--- src/sv/trpd_pkg.sv ---
// Shared types and constants for the trajectory point decimator.
// No dependencies.
package trpd_pkg;

    localparam int MD_W = 16;
    localparam logic [MD_W-1:0] MD_RESET = 16'd66;

    typedef enum logic [1:0] {
        ACT_FIRST   = 2'd0,
        ACT_APPEND  = 2'd1,
        ACT_REPLACE = 2'd2,
        ACT_DROP    = 2'd3
    } t_action;

endpackage

--- src/sv/trpd_close.sv ---
// Distance test: is the new point strictly closer than min_distance to the last one.
// Depends on trpd_pkg.
module trpd_close
    import trpd_pkg::*;
#(
    parameter int COORD_WIDTH = 32
) (
    input  logic signed [COORD_WIDTH-1:0] i_pos_x,
    input  logic signed [COORD_WIDTH-1:0] i_pos_y,
    input  logic signed [COORD_WIDTH-1:0] i_pos_z,
    input  logic signed [COORD_WIDTH-1:0] i_last_x,
    input  logic signed [COORD_WIDTH-1:0] i_last_y,
    input  logic signed [COORD_WIDTH-1:0] i_last_z,
    input  logic        [MD_W-1:0]        i_min_dist,
    output logic                          o_close
);

    localparam int DW = COORD_WIDTH + 1;

    logic signed [DW-1:0] dx, dy, dz;
    logic        [DW-1:0] ax, ay, az;
    logic        [DW-1:0] md_ext;
    logic                 any_far;
    logic [2*MD_W-1:0]    sq_x, sq_y, sq_z, md_sq;
    logic [2*MD_W+1:0]    sq_sum;

    always_comb begin
        dx = DW'(i_pos_x) - DW'(i_last_x);
        dy = DW'(i_pos_y) - DW'(i_last_y);
        dz = DW'(i_pos_z) - DW'(i_last_z);
        ax = dx[DW-1] ? DW'(-dx) : DW'(dx);
        ay = dy[DW-1] ? DW'(-dy) : DW'(dy);
        az = dz[DW-1] ? DW'(-dz) : DW'(dz);
        md_ext  = DW'(i_min_dist);
        any_far = (ax >= md_ext) || (ay >= md_ext) || (az >= md_ext);
        // past the per-axis check every magnitude fits in MD_W bits
        sq_x   = ax[MD_W-1:0] * ax[MD_W-1:0];
        sq_y   = ay[MD_W-1:0] * ay[MD_W-1:0];
        sq_z   = az[MD_W-1:0] * az[MD_W-1:0];
        md_sq  = i_min_dist * i_min_dist;
        sq_sum = (2*MD_W+2)'(sq_x) + (2*MD_W+2)'(sq_y) + (2*MD_W+2)'(sq_z);
        o_close = !any_far && (sq_sum < (2*MD_W+2)'(md_sq));
    end

endmodule

--- src/sv/trajectory_point_decimator_top.sv ---
// Trajectory point decimator: keeps, replaces or drops tracked points by distance.
// Input register, then result and state register; one item per cycle unless the output stalls.
// Rate is set by the state loop: distance test, decision and box update are done together ahead of the state register.
// Synchronous active-low reset clears valids, the kept point, the box and have_point,
// and sets min_distance to 66.
// Depends on trpd_pkg and trpd_close.
module trajectory_point_decimator_top
    import trpd_pkg::*;
#(
    parameter int COORD_WIDTH = 32
) (
    input  logic                          i_clk,
    input  logic                          i_rst_n,
    input  logic                          i_cfg_we,
    input  logic        [MD_W-1:0]        i_cfg_wdata,
    input  logic                          i_in_valid,
    output logic                          o_in_stall,
    input  logic signed [COORD_WIDTH-1:0] i_pos_x,
    input  logic signed [COORD_WIDTH-1:0] i_pos_y,
    input  logic signed [COORD_WIDTH-1:0] i_pos_z,
    input  logic        [1:0]             i_confidence,
    output logic                          o_out_valid,
    input  logic                          i_out_stall,
    output logic        [1:0]             o_action,
    output logic signed [COORD_WIDTH-1:0] o_kept_x,
    output logic signed [COORD_WIDTH-1:0] o_kept_y,
    output logic signed [COORD_WIDTH-1:0] o_kept_z,
    output logic signed [COORD_WIDTH-1:0] o_box_min_x,
    output logic signed [COORD_WIDTH-1:0] o_box_min_y,
    output logic signed [COORD_WIDTH-1:0] o_box_min_z,
    output logic signed [COORD_WIDTH-1:0] o_box_max_x,
    output logic signed [COORD_WIDTH-1:0] o_box_max_y,
    output logic signed [COORD_WIDTH-1:0] o_box_max_z
);

    typedef logic signed [COORD_WIDTH-1:0] t_coord;

    logic [MD_W-1:0] r_min_dist;

    // input register
    logic       r_in_vld;
    t_coord     r_in_p [3];
    logic [1:0] r_in_conf;

    // kept state; it doubles as the result register
    logic       r_out_vld, n_out_vld;
    t_action    r_action, n_action;
    logic       r_have, n_have;
    t_coord     r_last [3];
    t_coord     n_last [3];
    logic [1:0] r_last_conf, n_last_conf;
    t_coord     r_lo [3];
    t_coord     n_lo [3];
    t_coord     r_hi [3];
    t_coord     n_hi [3];

    logic in_xfer, out_free, adv, close;

    assign out_free   = !r_out_vld || !i_out_stall;
    assign adv        = r_in_vld && out_free;
    assign o_in_stall = r_in_vld && !out_free;
    assign in_xfer    = i_in_valid && !o_in_stall;

    trpd_close #(.COORD_WIDTH(COORD_WIDTH)) u_close (
        .i_pos_x    (r_in_p[0]),
        .i_pos_y    (r_in_p[1]),
        .i_pos_z    (r_in_p[2]),
        .i_last_x   (r_last[0]),
        .i_last_y   (r_last[1]),
        .i_last_z   (r_last[2]),
        .i_min_dist (r_min_dist),
        .o_close    (close)
    );

    always_comb begin
        n_out_vld   = r_out_vld && i_out_stall;
        n_action    = r_action;
        n_have      = r_have;
        n_last      = r_last;
        n_last_conf = r_last_conf;
        n_lo        = r_lo;
        n_hi        = r_hi;
        if (adv) begin
            n_out_vld = 1'b1;
            if (!r_have) begin
                n_have      = 1'b1;
                n_action    = ACT_FIRST;
                n_last      = r_in_p;
                n_last_conf = r_in_conf;
                n_lo        = r_in_p;
                n_hi        = r_in_p;
            end else if (close && (r_in_conf <= r_last_conf)) begin
                n_action = ACT_DROP;
            end else begin
                n_action    = close ? ACT_REPLACE : ACT_APPEND;
                n_last      = r_in_p;
                n_last_conf = r_in_conf;
                for (int i = 0; i < 3; i++) begin
                    if (r_in_p[i] > r_hi[i]) n_hi[i] = r_in_p[i];
                    if (r_in_p[i] < r_lo[i]) n_lo[i] = r_in_p[i];
                end
            end
        end
    end

    always_ff @(posedge i_clk) begin
        if (!i_rst_n) begin
            r_min_dist  <= MD_RESET;
            r_in_vld    <= 1'b0;
            r_out_vld   <= 1'b0;
            r_action    <= ACT_FIRST;
            r_have      <= 1'b0;
            r_last_conf <= 2'd0;
            for (int i = 0; i < 3; i++) begin
                r_last[i] <= '0;
                r_lo[i]   <= '0;
                r_hi[i]   <= '0;
            end
        end else begin
            if (i_cfg_we) r_min_dist <= i_cfg_wdata;
            r_in_vld    <= in_xfer || (r_in_vld && !adv);
            r_out_vld   <= n_out_vld;
            r_action    <= n_action;
            r_have      <= n_have;
            r_last      <= n_last;
            r_last_conf <= n_last_conf;
            r_lo        <= n_lo;
            r_hi        <= n_hi;
        end
    end

    always_ff @(posedge i_clk) begin
        if (in_xfer) begin
            r_in_p[0] <= i_pos_x;
            r_in_p[1] <= i_pos_y;
            r_in_p[2] <= i_pos_z;
            r_in_conf <= i_confidence;
        end
    end

    assign o_out_valid = r_out_vld;
    assign o_action    = r_action;
    assign o_kept_x    = r_last[0];
    assign o_kept_y    = r_last[1];
    assign o_kept_z    = r_last[2];
    assign o_box_min_x = r_lo[0];
    assign o_box_min_y = r_lo[1];
    assign o_box_min_z = r_lo[2];
    assign o_box_max_x = r_hi[0];
    assign o_box_max_y = r_hi[1];
    assign o_box_max_z = r_hi[2];

endmodule

--- config.mk ---
export PLATFORM = sky130hd
export DESIGN_NAME = trajectory_point_decimator_top
export DESIGN_NICKNAME = d
export VERILOG_FILES = /design/src/sv/trpd_pkg.sv /design/src/sv/trpd_close.sv /design/src/sv/trajectory_point_decimator_top.sv
export SDC_FILE = /design/constraint.sdc
export NUM_CORES = 2
export LEC_CHECK = 0
export CELL_PAD_IN_SITES_DETAIL_PLACEMENT = 0
export CELL_PAD_IN_SITES_GLOBAL_PLACEMENT = 1
export CORE_UTILIZATION = 52
export CTS_CLUSTER_DIAMETER = 50
export CTS_CLUSTER_SIZE = 12
export DETAILED_ROUTE_END_ITERATION = 10
export DONT_BUFFER_PORTS = 1
export GPL_ROUTABILITY_DRIVEN = 0
export PLACE_DENSITY = 0.83
export SYNTH_ARGS = -nofsm -noshare
export SYNTH_HDL_FRONTEND = slang
export SYNTH_SLANG_ARGS = --single-unit
export TNS_END_PERCENT = 1
--- constraint.sdc ---
create_clock -name i_clk -period 24.3 [get_ports i_clk]
set_clock_uncertainty 0.2 [all_clocks]
set_input_delay 3.645 -clock i_clk [delete_from_list [all_inputs] [get_ports i_clk]]
set_output_delay 3.645 -clock i_clk [all_outputs]
set_load 0.02 [all_outputs]
---- After elaboration in Yosys (flattened, before gate mapping) ----
Cells that the tools add are included.
word-level totals
  register bits ........................... 409
  bits in latches ......................... 0
  RAM bits ................................ 0
  memory bits (read-only) ................. 0
  word-level logic and storage cells ...... 94
  memories kept ........................... 0
operators by class
  add/subtract/negate cells ............... 8
  multiply operators ...................... 4
  div/mod/pow operators ................... 0
  magnitude comparators ................... 11
  equal/unequal tests ..................... 7
  shift operators ......................... 0
  muxes and demuxes ....................... 21
  bitwise gates (word level) .............. 0
  reductions and logical operators ........ 24
operator list
  cell                  count
  $mux W96              6
  $mux W32              6
  $mul A16 B16 Y32      4
  $ge A33 B16 Y1        3
  $mux W33              3
  $neg A33 Y33          3
  $sub A32 B32 Y33      3
  $gt A32 B32 Y1        3
  $lt A32 B32 Y1        3
  $add A34 B32 Y34      1
  $lt A34 B32 Y1        1
  $add A32 B32 Y33      1
  $reduce_and A3 Y1     6
  $ne A2 B1 Y1 const B  6
  $mux W2               5
  $logic_and A1 B1 Y1   7
  $logic_not A1 Y1      6
  $logic_or A1 B1 Y1    4
  $le A2 B2 Y1          1
  $ne A2 B2 Y1 const B  1
  $reduce_and A2 Y1     1
  $mux W1               1

---- Longest topological paths before layout ----
  word-level depth ........................ 11
  depth in mapped cells ................... 76

---- Cells and area by module ----
A second synthesis with hierarchy kept.
unflattened totals
  cell total of the unflattened synthesis .. 6860
  area, all modules ....................... 59333.2 um^2
modules (own cells, without submodules)
  module                          instances  cells an instance  area each (um^2)  seq. area each (um^2)
  trpd_close                      1          4820               39801.9           0.0
  trajectory_point_decimator_top  1          2040               19531.2           9168.8

---- Worst setup path after synthesis ----
OpenSTA, ideal clock, no wires.
  kind .................................... reg2reg
  from .................................... register r_last (netlist bit o_kept_x[0])
  to ...................................... register r_lo (netlist bit o_box_min_y[10])
  arrival ................................. 17.003 ns
  data required time ...................... 24.028 ns
  setup slack ............................. 7.025 ns
  cell stages (with the launch flop) ...... 73
  path buffers ............................ 4
  period minus slack after synthesis ...... 17.275 ns
  cells stage by stage .................... dfxtp_1 > ha_1 > inv_1 > fa_1 > a211oi_1 > o21ai_0 > o2111ai_1 > a211o_1 > a21oi_1 > nor2_1 > clkbuf_1 > clkbuf_1 > nand2_1 > xnor2_1 > clkinv_1 > nand2_1 > fa_1 > inv_1 > (+37 left out) > a21oi_1 > xnor2_1 > ha_1 > or4_1 > a221oi_1 > o41ai_1 > a311oi_1 > o21ai_0 > a2111oi_0 > o211a_1 > nand4_1 > nor4b_1 > o2111ai_1 > nor4_4 > or3_1 > buf_2 > buf_4 > mux2i_1
on the way
  longest elaborated chain between the ends .. 11
ends and longest elaborated chain
  what                                                    RTL line                               text
  start: declaration                                      trajectory_point_decimator_top.sv:49   t_coord r_last [3];
  start signal: assignment                                trajectory_point_decimator_top.sv:125  r_last <= n_last;
  $sub A32 B32 Y33 *                                      trpd_close.sv:28                       dx = DW'(i_pos_x) - DW'(i_last_x);
  $neg A33 Y33                                            trpd_close.sv:31                       ax = dx[DW-1] ? DW'(-dx) : DW'(dx);
  $mux W33 *                                              trpd_close.sv:31
  $mul A16 B16 Y32 or $ge A33 B16 Y1 (tied branches)      trpd_close.sv:37, trpd_close.sv:35
  $add A32 B32 Y33 or $logic_or A1 B1 Y1 (tied branches)  trpd_close.sv:41, trpd_close.sv:35
  $add A34 B32 Y34 or $logic_or A1 B1 Y1 (tied branches)  trpd_close.sv:41, trpd_close.sv:35
  $lt A34 B32 Y1 or $logic_not A1 Y1 (tied branches)      trpd_close.sv:42                       o_close = !any_far && (sq_sum < (2*MD_W+2)'(md_sq));
  $logic_and A1 B1 Y1 *                                   trpd_close.sv:42
  $logic_and A1 B1 Y1 *                                   trajectory_point_decimator_top.sv:92   end else if (close && (r_in_conf <= r_last_conf)) begin
  $ne A2 B2 Y1 (no line) *                                -
  $reduce_and A3 Y1 (no line) *                           -
  end signal: assignment                                  trajectory_point_decimator_top.sv:127  r_lo <= n_lo;
  end: declaration                                        trajectory_point_decimator_top.sv:52   t_coord r_lo [3];
Mark *: on every way between the ends. The rest lies on a longest branch, timed or not.
A chain may end at the register's enable or synchronous reset.

---- Final worst setup path ----
  from .................................... register r_last (netlist bit o_kept_y[0])
  to ...................................... register r_lo (netlist bit o_box_min_y[10])
on the way
  longest elaborated chain between the ends .. 11
ends and longest elaborated chain
  what                                                    RTL line                              text
  $sub A32 B32 Y33 *                                      trpd_close.sv:29                      dy = DW'(i_pos_y) - DW'(i_last_y);
  $neg A33 Y33                                            trpd_close.sv:32                      ay = dy[DW-1] ? DW'(-dy) : DW'(dy);
  $mux W33 *                                              trpd_close.sv:32
  $mul A16 B16 Y32 or $ge A33 B16 Y1 (tied branches)      trpd_close.sv:38, trpd_close.sv:35
  $add A32 B32 Y33 or $logic_or A1 B1 Y1 (tied branches)  trpd_close.sv:41, trpd_close.sv:35
  $add A34 B32 Y34 or $logic_or A1 B1 Y1 (tied branches)  trpd_close.sv:41, trpd_close.sv:35
  $lt A34 B32 Y1 or $logic_not A1 Y1 (tied branches)      trpd_close.sv:42
  $logic_and A1 B1 Y1 *                                   trpd_close.sv:42
  $logic_and A1 B1 Y1 *                                   trajectory_point_decimator_top.sv:92
  $ne A2 B2 Y1 (no line) *                                -
  $reduce_and A3 Y1 (no line) *                           -
Marked as above.

==> impl_metrics.csv <==
group,metric,value,unit
setup_path,cp-start-kind,"flip-flop",
setup_path,cp.required,24.62,ns
sta,timing.fmax,46.82,MHz
placement,numPortBuffers,0,
logic_synthesis,mappedNetlistNets,8273,
sta,timing.final.max_slew_violations,0,
floorplan,num_rows,122,
logic_synthesis,syn_avg_cell_area,8.793,sq um
layout,syn_to_final_growth,5.598,%
cts,cts_setup_buffers,0,
logic_synthesis,synth_edf_count,98,
floorplan,start_util,52.62,%
cts,cts_tree,"built",
drt,detail_route.iter0.violations,2378,
layout,final-seq-area,9169,sq um
cts,numCtsBuffers,50,
sta,finalSetupTns,0,ns
sta,fin_ws,2.941,ns
floorplan,core-area,111100,sq um
cts,clk_pin_slew,0.06,ns
layout,multi_input_area,43440,sq um
floorplan,die_area,113800,sq um
logic_synthesis,synthArstFlopShare,0,%
hold_path,hold_class,"reg2reg",
drt,antenna_left,0,
floorplan,die_h,337.3,microns
job,maxCapViolations,0,
floorplan,io_pins,411,
layout,final_cell_area,61740,sq um
setup_path,worstPathMaxFanout,32,
global_routing,antenna_found_initial,5,
sta,setup_viol_count_final,0,
logic_synthesis,synth.distinct_cells,85,
logic_synthesis,syn_area,58470,sq um
cts,postCtsResizedCells,0,
global_routing,grt_use_total,27.18,%
cts,clock-sinks,409,
cts,htree_num_levels,2,
drt,wl,153200,microns
logic_synthesis,synth_cells,6650,
drt,post_drt_via_cell_ratio,5.512,
logic_synthesis,ys_seq_elements,409,
cts,insertion_delay,0.64,ns
setup_path,crit_path_end_kind,"flip-flop",
floorplan,dieWidth,337.3,microns
global_routing,grt_pass1_wl,244800,microns
global_routing,grt_pass1_vias,45590,
logic_synthesis,yosysSeqAreaShare,15.68,%
cts,hold_buffers,0,
status,status,"finished, final reports clean",
logic_synthesis,ys.flop_type,"dfxtp_1",
setup_path,crit_buf_inv,4,
placement,pre_cts_ws,3.183,ns
global_routing,gr-total-overflow,0,
sta,finalCritPeriodShare,87.90,%
sta,worst_slew_pin_slew,1.135,ns
setup_path,slowest_delay,1.02,ns
sta,rsz0062_at_grt,"false",
setup_path,cp_top_family,"compound AO/OA/AOI/OAI gates",
cts,clock-root-buffer,"clkbuf_16",
setup_path,slowest_stage,"nor4_4",
sta,hold_violations,0,
placement,dp_hpwl,127400,microns
layout,drive_gt1_share,3.005,%
cts,cts_max_path_buffers,3,
sta,slew_headroom,24.35,%
sta,fin_crit,21.36,ns
drt,dr_total_vias,44730,
drt,first_pass_iters,6,
layout,fillCellCount,10310,
logic_synthesis,ys_warn_count,0,
drt,drc,0,
setup_path,critPathKind,"reg2reg",
placement,dpl-instance-area,60090,sq um
setup_path,critPathMostFrequentCell,"fa_1",
layout,finalNetCount,8204,
global_routing,grt_max_degree,411,
setup_path,arrival,21.68,ns
drt,post_drt_wl_per_cell,18.88,microns
layout by cell type (no fill, tap or decap), drive strengths merged, types with 126 or more instances in the layout:
cell,n
a21o,130
fa,750
xnor2,126
nand2,762
nor2,447
inv,1361
a21oi,239
dfxtp,311
o21ai,143
mux2i,324
ha,754
synth_stat cells, types with 126 or more instances:
master	n	area [sq um]
a21o_1	130	975.9
a21oi_1	239	1196
clkbuf_1	149	559.3
dfxtp_1	311	6226
fa_1	750	15010
ha_1	754	9434
inv_1	1343	5041
mux2i_1	324	3243
nand2_1	762	2860
nor2_1	446	1674
o21ai_0	137	685.7
xnor2_1	126	1104
sequential cells by signal (all words and copies together) (netlist names):
| signal | cells |
|---|---|
| o_box_min_z | 32 |
| r_last_conf | 2 |
| o_kept_y | 32 |
| r_in_conf | 2 |
| r_in_vld | 1 |
| o_box_min_y | 32 |
| r_have | 1 |
| o_box_max_z | 32 |
| r_min_dist | 16 |
| o_box_max_x | 32 |
| o_kept_x | 32 |
| r_in_p | 96 |
| o_out_valid | 1 |
| o_box_max_y | 32 |
| o_action | 2 |
| o_box_min_x | 32 |
| o_kept_z | 32 |
cell families after synthesis:
group	Yosys count	share of synthesized area (%)
AOI/OAI and AO/OA	865	9.888
adders and majority gates	1504	41.81
DFF	409	15.68
and+or+nand+nor	1774	13.71
muxes	326	5.585
xor gates and xnor gates	215	3.220
buffers and inverters	1557	10.10
area by class of cell:
type / count / share of cell area [%]
Clock inverter: 18 / 0.3546
Tap cell: 1488 / 3.015
Antenna cell: 4 / 0.01621
Sequential cell: 409 / 14.85
Clock buffer: 75 / 2.312
Multi-Input combinational cell: 4684 / 70.36
Inverter: 1376 / 8.365
Timing Repair Buffer: 60 / 0.7295
per-layer routing:
layer  part of all wire [%]  routed length [microns]  vias to the layer above  global-route usage, %
met1                     42                    63870                    21960                  34.47
met4                    3.3                     4996                        4                  8.859
met3                    5.6                     8652                      238                  4.342
met5                  0.018                       27                        -                      0
li1                       -                        -                    21490                      -
met2                     49                    75650                     1040                  47.04
worst register-to-register path, delay by kind of cell (launching register included):
| family | cells | cell delay (ns) |
|---|---|---|
| muxes | 1 | 0.34 |
| DFF | 1 | 0.39 |
| buffers and inverters | 4 | 0.74 |
| and+or+nand+nor | 14 | 4.83 |
| xor gates and xnor gates | 3 | 1.07 |
| adders and majority gates | 17 | 6.62 |
| AOI/OAI and AO/OA | 27 | 7.13 |
path summary, 6_finish.rpt:
check	from	endpoint	slack, ns	cells past startpoint
worst min register to register	r_last_conf[1]	r_last_conf[1]	0.26	2
worst max register to register	o_kept_y[0]	o_box_min_y[10]	2.94	66
worst max-delay path	o_kept_y[0]	o_box_min_y[10]	2.94	66
worst min-delay path	r_last_conf[1]	r_last_conf[1]	0.26	2
through the flow:
step | hold slack (ns) | cells | util, %
after CTS | 0.2628 | 8110 | 55.55
after global placement | 0.2433 | 8017 | 54.07
after detailed placement | 0.2551 | 8017 | 54.07
after global routing | 0.2819 | 8113 | 55.56
final | 0.2622 | 8114 | 55.56
after floorplan | 0.2347 | 6650 | -
Power is not shown: default switching activity piles up to over one toggle a cycle in this logic, so the estimate is an artifact.
